[config.mk]
export PLATFORM = sky130hd
export DESIGN_NAME = key_debounce_event_scanner_core
export DESIGN_NICKNAME = d
export VERILOG_FILES = /design/src/rtl/kdes_pkg.sv /design/src/rtl/kdes_button_unit.sv /design/src/rtl/key_debounce_event_scanner_core.sv
export SDC_FILE = /design/constraint.sdc
export NUM_CORES = 1
export LEC_CHECK = 0
export BUFFER_PORTS_ARGS = -buffer_cell sky130_fd_sc_hd__buf_4
export CORE_MARGIN = 2
export CORE_UTILIZATION = 30
export CTS_CLUSTER_SIZE = 24
export DETAILED_ROUTE_END_ITERATION = 7
export SYNTH_ARGS = -nofsm -noshare
export SYNTH_HDL_FRONTEND = slang
export SYNTH_SLANG_ARGS = --single-unit
[constraint.sdc]
create_clock -name clk -period 8.8 [get_ports clk]
set_input_delay 2.2 -clock clk [delete_from_list [all_inputs] [get_ports clk]]
set_output_delay 2.2 -clock clk [all_outputs]
set_load 0.01 [all_outputs]
[src/rtl/kdes_pkg.sv]
package kdes_pkg;

  // Number of buttons served by the scanner (1 to 4).
  localparam int BUTTON_NUM = 4;
  localparam int BtnIdxW = (BUTTON_NUM > 1) ? $clog2(BUTTON_NUM) : 1;

  localparam int HoldW = 16;
  localparam int EventW = 8;
  localparam int LevelsW = 4;

  // Configuration register indexes.
  localparam int CfgIdxW = 3;
  localparam logic [CfgIdxW-1:0] REG_LONG_PRESS_TICKS = 3'd0;
  localparam logic [CfgIdxW-1:0] REG_ACTIVE_LEVELS = 3'd1;
  localparam logic [CfgIdxW-1:0] REG_BUTTON_MODES = 3'd2;
  localparam logic [CfgIdxW-1:0] REG_SHORT_EVENT_IDS = 3'd3;
  localparam logic [CfgIdxW-1:0] REG_LONG_EVENT_IDS = 3'd4;

  // Per-button debounce phase.
  typedef enum logic [1:0] {
    PH_IDLE = 2'd0,
    PH_DEBOUNCE = 2'd1,
    PH_PRESSED = 2'd2,
    PH_WAIT = 2'd3
  } phase_t;

  // Per-button reporting mode.
  typedef enum logic [1:0] {
    MODE_RELEASE = 2'd0,
    MODE_PRESS = 2'd1,
    MODE_LONG = 2'd2,
    MODE_INACTIVE = 2'd3
  } mode_t;

  // Scan sequencer state.
  typedef enum logic {
    ST_IDLE = 1'b0,
    ST_SCAN = 1'b1
  } scan_state_t;

  // What the shared update unit sees of one button.
  typedef struct packed {
    phase_t phase;
    logic [HoldW-1:0] hold;
    mode_t mode;
    logic pressed;
    logic [EventW-1:0] short_id;
    logic [EventW-1:0] long_id;
    logic [HoldW-1:0] long_ticks;
  } btn_in_t;

  // Updated button state and the event it raises.
  typedef struct packed {
    phase_t phase;
    logic [HoldW-1:0] hold;
    logic [EventW-1:0] ev;
  } btn_out_t;

endpackage

[src/rtl/kdes_button_unit.sv]
module kdes_button_unit
  import kdes_pkg::*;
(
  input  btn_in_t  btn_in,
  output btn_out_t btn_out
);

  logic [HoldW-1:0] hold_inc;

  // Saturating held-tick count.
  assign hold_inc = (btn_in.hold != {HoldW{1'b1}}) ? btn_in.hold + 1'b1 : btn_in.hold;

  // One step of the debounce machine for the selected button.
  always_comb begin
    btn_out.phase = btn_in.phase;
    btn_out.hold = btn_in.hold;
    btn_out.ev = '0;
    if (btn_in.mode != MODE_INACTIVE) begin
      case (btn_in.phase)
        PH_IDLE: begin
          if (btn_in.pressed) begin
            btn_out.phase = PH_DEBOUNCE;
            btn_out.hold = '0;
          end
        end
        PH_DEBOUNCE: begin
          if (btn_in.pressed) begin
            btn_out.phase = PH_PRESSED;
            if (btn_in.mode == MODE_PRESS) begin
              btn_out.ev = btn_in.short_id;
            end
          end else begin
            btn_out.phase = PH_IDLE;
          end
        end
        PH_PRESSED: begin
          if (btn_in.pressed) begin
            if (btn_in.mode == MODE_LONG) begin
              btn_out.hold = hold_inc;
              if (hold_inc >= btn_in.long_ticks) begin
                btn_out.ev = btn_in.long_id;
                btn_out.phase = PH_WAIT;
              end
            end
          end else begin
            if (btn_in.mode == MODE_RELEASE || btn_in.mode == MODE_LONG) begin
              btn_out.ev = btn_in.short_id;
            end
            btn_out.phase = PH_IDLE;
          end
        end
        default: begin
          if (!btn_in.pressed) begin
            btn_out.phase = PH_IDLE;
          end
        end
      endcase
    end
  end

endmodule

[src/rtl/key_debounce_event_scanner_core.sv]
// Channel   Direction  Payload (lowest bits first)
// s_axis    in         tdata[3:0] button_levels, tdata[7:4] zero
// m_axis    out        tdata[7:0] event_code
// cfg       in         cfg_index register index, cfg_data write value
//
// A scan request is taken in the idle state; one button is then updated per
// cycle by the shared button unit. The scan ends at the first nonzero event or
// after the last button. The event sits in an output register, so a new
// request is taken while it waits; a finishing scan stalls only while that
// register is still full. Reset returns every button to idle with a zero count.
module key_debounce_event_scanner_core
  import kdes_pkg::*;
(
  input  logic                clk,
  input  logic                rst,
  input  logic                s_axis_tvalid,
  output logic                s_axis_tready,
  input  logic [7:0]          s_axis_tdata,   // [3:0] button_levels
  output logic                m_axis_tvalid,
  input  logic                m_axis_tready,
  output logic [7:0]          m_axis_tdata,   // [7:0] event_code
  input  logic                cfg_valid,
  output logic                cfg_ready,
  input  logic [CfgIdxW-1:0]  cfg_index,
  input  logic [31:0]         cfg_data
);

  logic [HoldW-1:0] long_press_ticks;
  logic [3:0] active_levels;
  logic [7:0] button_modes;
  logic [31:0] short_event_ids;
  logic [31:0] long_event_ids;

  phase_t button_phase [BUTTON_NUM];
  logic [HoldW-1:0] hold_ticks [BUTTON_NUM];

  scan_state_t state, state_next;
  logic [BtnIdxW-1:0] idx;
  logic [LevelsW-1:0] levels;

  btn_in_t btn_in;
  btn_out_t btn_out;

  logic out_free;
  logic scan_last;
  logic step;
  logic finish;

  assign cfg_ready = 1'b1;

  // Configuration registers.
  always_ff @(posedge clk) begin
    if (rst) begin
      long_press_ticks <= 16'd100;
      active_levels <= '0;
      button_modes <= 8'hFF;
      short_event_ids <= '0;
      long_event_ids <= '0;
    end else if (cfg_valid && cfg_ready) begin
      case (cfg_index)
        REG_LONG_PRESS_TICKS: long_press_ticks <= cfg_data[HoldW-1:0];
        REG_ACTIVE_LEVELS: active_levels <= cfg_data[3:0];
        REG_BUTTON_MODES: button_modes <= cfg_data[7:0];
        REG_SHORT_EVENT_IDS: short_event_ids <= cfg_data;
        REG_LONG_EVENT_IDS: long_event_ids <= cfg_data;
        default: ;
      endcase
    end
  end

  // Operands for the button currently visited.
  always_comb begin
    btn_in.phase = button_phase[idx];
    btn_in.hold = hold_ticks[idx];
    btn_in.mode = mode_t'(button_modes[2*idx +: 2]);
    btn_in.pressed = (levels[idx] == active_levels[idx]);
    btn_in.short_id = short_event_ids[8*idx +: 8];
    btn_in.long_id = long_event_ids[8*idx +: 8];
    btn_in.long_ticks = long_press_ticks;
  end

  kdes_button_unit u_button (
    .btn_in  (btn_in),
    .btn_out (btn_out)
  );

  // Sequencer control.
  assign out_free = !m_axis_tvalid || m_axis_tready;
  assign scan_last = (btn_out.ev != '0) || (idx == BtnIdxW'(BUTTON_NUM - 1));

  always_comb begin
    state_next = state;
    s_axis_tready = 1'b0;
    step = 1'b0;
    finish = 1'b0;
    case (state)
      ST_IDLE: begin
        s_axis_tready = 1'b1;
        if (s_axis_tvalid) begin
          state_next = ST_SCAN;
        end
      end
      ST_SCAN: begin
        if (!scan_last) begin
          step = 1'b1;
        end else if (out_free) begin
          step = 1'b1;
          finish = 1'b1;
          state_next = ST_IDLE;
        end
      end
      default: state_next = ST_IDLE;
    endcase
  end

  always_ff @(posedge clk) begin
    if (rst) begin
      state <= ST_IDLE;
    end else begin
      state <= state_next;
    end
  end

  // Button index and sampled levels.
  always_ff @(posedge clk) begin
    if (rst) begin
      idx <= '0;
    end else if (s_axis_tvalid && s_axis_tready) begin
      idx <= '0;
    end else if (step && !finish) begin
      idx <= idx + 1'b1;
    end
  end

  always_ff @(posedge clk) begin
    if (s_axis_tvalid && s_axis_tready) begin
      levels <= s_axis_tdata[LevelsW-1:0];
    end
  end

  // Per-button state write-back.
  always_ff @(posedge clk) begin
    if (rst) begin
      for (int i = 0; i < BUTTON_NUM; i++) begin
        button_phase[i] <= PH_IDLE;
        hold_ticks[i] <= '0;
      end
    end else if (step) begin
      button_phase[idx] <= btn_out.phase;
      hold_ticks[idx] <= btn_out.hold;
    end
  end

  // Output register.
  always_ff @(posedge clk) begin
    if (rst) begin
      m_axis_tvalid <= 1'b0;
    end else if (finish) begin
      m_axis_tvalid <= 1'b1;
    end else if (m_axis_tready) begin
      m_axis_tvalid <= 1'b0;
    end
  end

  always_ff @(posedge clk) begin
    if (finish) begin
      m_axis_tdata <= btn_out.ev;
    end
  end

endmodule

# After elaboration in Yosys (flattened, before gate mapping)
# Memories as Yosys holds them, arrays and structs flattened. A register that Yosys moved wholly into a read port is not among the register bits.
# Cells that the tools add are included.
# Widths: inputs -> output; s select.
[totals]
ff_bits = 108
mem_bits_rw = 72
inputBits = 48
output_inout_bits = 11
n_memories = 2
[memory_table]
columns = ["name", "depth", "word_bits", "rd", "rd_ports_with_merged_regs", "write_ports", "line_no", "source"]
rows = [
  ["hold_ticks", 4, 16, 1, 1, 4, "key_debounce_event_scanner_core.sv:35", "logic [HoldW-1:0] hold_ticks [BUTTON_NUM];"],
  ["button_phase", 4, 2, 1, 1, 4, "key_debounce_event_scanner_core.sv:34", "phase_t button_phase [BUTTON_NUM];"],
]
[classes]
add_sub_neg = 2
n_lt_le_gt_ge = 2
n_eq_ne = 12
shift = 3
n_mux = 48
n_bitwise = 1
n_reduce_logical = 20
[op_table]
columns = ["operator", "n"]
rows = [
  ["$shiftx 32x6->8", 2],
  ["$mux 26", 2],
  ["$mux 16", 3],
  ["$mux 8", 5],
  ["$pmux 16 s2", 1],
  ["$mux 2", 11],
  ["$mux 1", 20],
  ["$mux 18", 1],
  ["$add 16x1->16 const B", 1],
  ["$ge 16x16->1", 1],
  ["$ne 16x16->1 const B", 1],
  ["$pmux 8 s2", 1],
  ["$reduce_or 16->1", 1],
  ["$reduce_and 2->1", 5],
  ["$reduce_bool 8->1", 1],
  ["$shiftx 8x4->2", 1],
  ["$eq 2x2->1 const B", 3],
  ["$eq 3x2->1 const B", 2],
  ["$pmux 2 s3", 1],
  ["$bmux 1 s2", 2],
  ["$eq 2x1->1 const B", 2],
  ["$logic_not 2->1", 2],
  ["$reduce_or 2->1", 2],
  ["$eq 3x1->1 const B", 1],
  ["12 further kinds", 16],
]

# Longest topological paths before layout
[depth]
word_depth = 17
mapped_depth = 19
mapped_depth_nobuf = 15

# Modules after synthesis
# A second synthesis with hierarchy kept.
[hier_totals]
cells_unflattened = 926
area_unflattened_um2 = 9175.0
[by_module_without_submodules]
columns = ["module", "n_inst", "cells_per_inst", "area_per_inst_um2", "seq_area_each_um2"]
rows = [
  ["key_debounce_event_scanner_core", 1, 677, 7480.9, 4484.3],
  ["kdes_button_unit", 1, 249, 1694.1, 0.0],
]

# Worst setup path after synthesis
# Ideal clock, no wire load.
[synth_timing]
kind = "reg2reg"
start = "register with a tool-made name"
end = "memory button_phase[1][0] (netlist name) (enable)"
t_arrival_ns = 4.998
required_ns = 8.379
slack_ns = 3.381
stages_incl_launch_ff = 17
synth_period_minus_slack_ns = 5.419
path_cell_list = "dfxtp_1 > buf_4 > buf_6 > mux4_2 > ha_1 > nand3_2 > nor2_1 > nand2_1 > mux2_2 > ha_1 > a2111oi_0 > o21a_1 > o221ai_1 > nand3_2 > a31oi_4 > buf_6 > o31ai_1"
[synth_lines]
columns = ["item", "line_no"]
rows = [
  ["to (decl)", "key_debounce_event_scanner_core.sv:34"],
]

==> flow_summary.ini <==
[timing]
skew_ps = 15.8
setup_ws_ps = 3040
period_share = 0.655
rsz0062_at_grt = false
final-hold-violation-count = 0
finalMaxSlewViolations = 0
fmax_ghz = 0.174
setup_tns_ps = 0
period_needed_ps = 5760
slew_headroom = 0.259
worst_pin_slew_ps = 1110
setup_violations = 0

[power]
leakagePower_uw = 0.00345
ir_worst_vdd_mv = 0.141
power_density_nw_per_um2 = 186

[floorplanning]
start_util = 0.302
die_w_um = 176
core_um2 = 29500
ioPinCount = 59
dieArea_um2 = 31100
fp-row-count = 63
die_h_um = 176

[drt]
routed.top_layer = met4
drtAntennaViolNets = 0
wl_met2_mm = 10.9
drt-total-wl_mm = 21.9
wl_per_cell_um = 16.8
dr.pass1.iters = 5
met1Wirelength_mm = 9.84
num_vias = 6665
wl_met3_um = 852
viasPerCell = 5.11
drtIter0Drc = 519
drc = 0

[synth]
netlist_area_um2 = 8910
synth_top_area_share = 0.283
ys_dominant_reg_cell = dfxtp_1
synth-edff-count = 84
synth_cell_types = 69
syn_nets = 943
synth_area_leaders = edfxtp_1, dfxtp_1, mux4_2
yosys_register_bits = 182
async_flop_share = 0
ys_warn_count = 0
netlist_instances = 873
yosys.area.top_type = edfxtp_1
avgSynthCellArea_um2 = 10.2
yosysSeqAreaShare = 0.503

[global_route]
grt.overflow.total = 0
grt_pass1_wl_mm = 35.2
grt_max_degree = 88
grt_usage = 0.145
antenna_found_initial = 0
grt_pass1_vias = 6428

[flow_run]
maxCapViolations = 0

[worst_hold_path]
min_from = long_press_ticks[7]
hold_class = flop to flop
hold_depth = 2
holdPathEnd = long_press_ticks[7]

[placed_design]
preCtsSetupSlack_ps = 3020
dpl.hpwl_mm = 14.6
numPortBuffers = 53
gp_congestion = 0.827

[clock_tree]
root_buffer = clkbuf_16
clock-sinks = 182
path_clk_slew_ps = 70
clkLatencyLatePin_ps = 440
h-tree-depth = 4
cts_hold_buf = 0
cts_max_path_buffers = 2
ctsResizeCount = 0
cts_buffers = 17
cts_tree = built
post-cts-setup-buffer-count = 0

[cells_and_area]
antenna_cells = 0
drive_above_1_share = 0.171
area_growth_pct = 14.6
nNetsFinal = 971

[critical_path]
critical_path.max_fanout = 76
crit_path_end_kind = flop
r2r_end = hold_ticks[1][9]
crit_path_cell_trace = mux4_2, nand4_2, nor3_1, nand2_1, xnor2_1, ha_1, nand2b_1, a2111oi_0, o21a_1, o221ai_1, nand3_2, a31oi_4, buf_4, o31ai_2, buf_4
worstPathArrival_ps = 5880
path_class = flop to flop
reg2reg_depth = 15
ff2ff_setup_slack_ps = 3040
start_kind = flop
path_common_cell = buf_4
worst_path_largest_cell_delay_ps = 950
cp_slowest_cell = dfxtp_1
critPathRequiredTime_ps = 8920
cp_num_buf_inv = 2
cp_top_family = simple AND/OR/NAND/NOR gates

[outcome]
status = complete, no violations
## registers in the layout, indices dropped and copies added (netlist names), 8 cells and up, named ones only
register          cells
hold_ticks           64
long_press_ticks     16
button_phase          8
m_axis_tdata          8
button_modes          8
long_event_ids       32
short_event_ids      32
## how the worst max path moves through the flow
| stage | start | cells past startpoint | slack (ps) | to |
|---|---|---|---|---|
| after floorplan | flop | 16 | 3380 | button_phase[1][0] |
| after global placement | flop | 15 | 3050 | hold_ticks[1][1] |
| after detailed placement | flop | 15 | 3020 | hold_ticks[1][2] |
| after CTS | flop | 15 | 3030 | hold_ticks[1][0] |
| after global routing | flop | 15 | 2620 | hold_ticks[1][10] |
| final | flop | 15 | 3040 | hold_ticks[1][9] |
## metrics by stage
stage,power (uW),instances,utilization,hold slack (ps),instance area [um^2]
after floorplan,1090,873,-,433,8910
after global placement,1160,1272,0.326,439,9610
after detailed placement,1160,1272,0.326,446,9610
after CTS,1920,1304,0.346,456,10200
after global routing,1970,1304,0.346,467,10200
final,1900,1304,0.346,455,10200
## cell usage in the layout, fill, tap and decap left out, drive strengths merged, types with 8 or more instances in the layout
cell	count
a21oi	98
a22oi	11
buf	65
clkbuf	17
clkinv	8
dfxtp	98
edfxtp	84
ha	22
inv	29
mux2i	14
mux4	38
nand2	191
nand3	16
nor2	31
nor3	80
nor4	8
o21ai	15
xor2	8
## where the power goes
part	internal, uW	switching, uW	total [uW]
Clock	385	382	767
Sequential	914	12.6	927
Combinational	81.0	130	211
Total	1380	525	1900
## layer usage
metal / vias up / track usage
li1: 3225 / -
met1: 3259 / 0.195
met2: 163 / 0.241
met3: 18 / 0.0248
met4: 0 / 0.0434
met5: - / 0
## Yosys cell counts (4+ instances only)
master,count
and3_1,5
nand2b_1,5
dfxtp_1,98
nor4_1,7
nand3_1,14
mux2i_1,13
a211oi_1,5
ha_1,22
buf_6,8
o21a_1,4
nor3_1,80
mux4_2,38
nand2_1,191
inv_1,20
o21ai_0,14
o211ai_1,4
buf_2,5
xor2_1,7
edfxtp_1,84
a22oi_1,11
clkbuf_1,38
nor2_1,30
a21oi_1,97
## logic make-up after synthesis
kind of cell | after synthesis | share of synthesized area
simple gates | 362 | 0.185
mux | 54 | 0.116
flops | 182 | 0.503
compound gates | 163 | 0.110
other cells | 1 | 0.000421
buf+inv | 78 | 0.0413
fa+ha+maj | 22 | 0.0309
xor+xnor | 11 | 0.0129
## cell type report
class | instances | area [um^2]
Sequential cell | 182 | 4480
Multi-Input combinational cell | 613 | 4070
Fill cell | 3028 | 19300
Tap cell | 390 | 488
Inverter | 22 | 82.6
Clock buffer | 17 | 425
Clock inverter | 15 | 181
Timing Repair Buffer | 65 | 488
## worst register-to-register path, delay by kind of cell (launching register included)
kind	cells	cell delay (ps)
fa+ha+maj	1	250
mux	1	490
compound gates	5	1300
buf+inv	2	690
simple gates	5	1480
xor+xnor	1	250
flops	1	950
(Power assumes the default switching activity.)
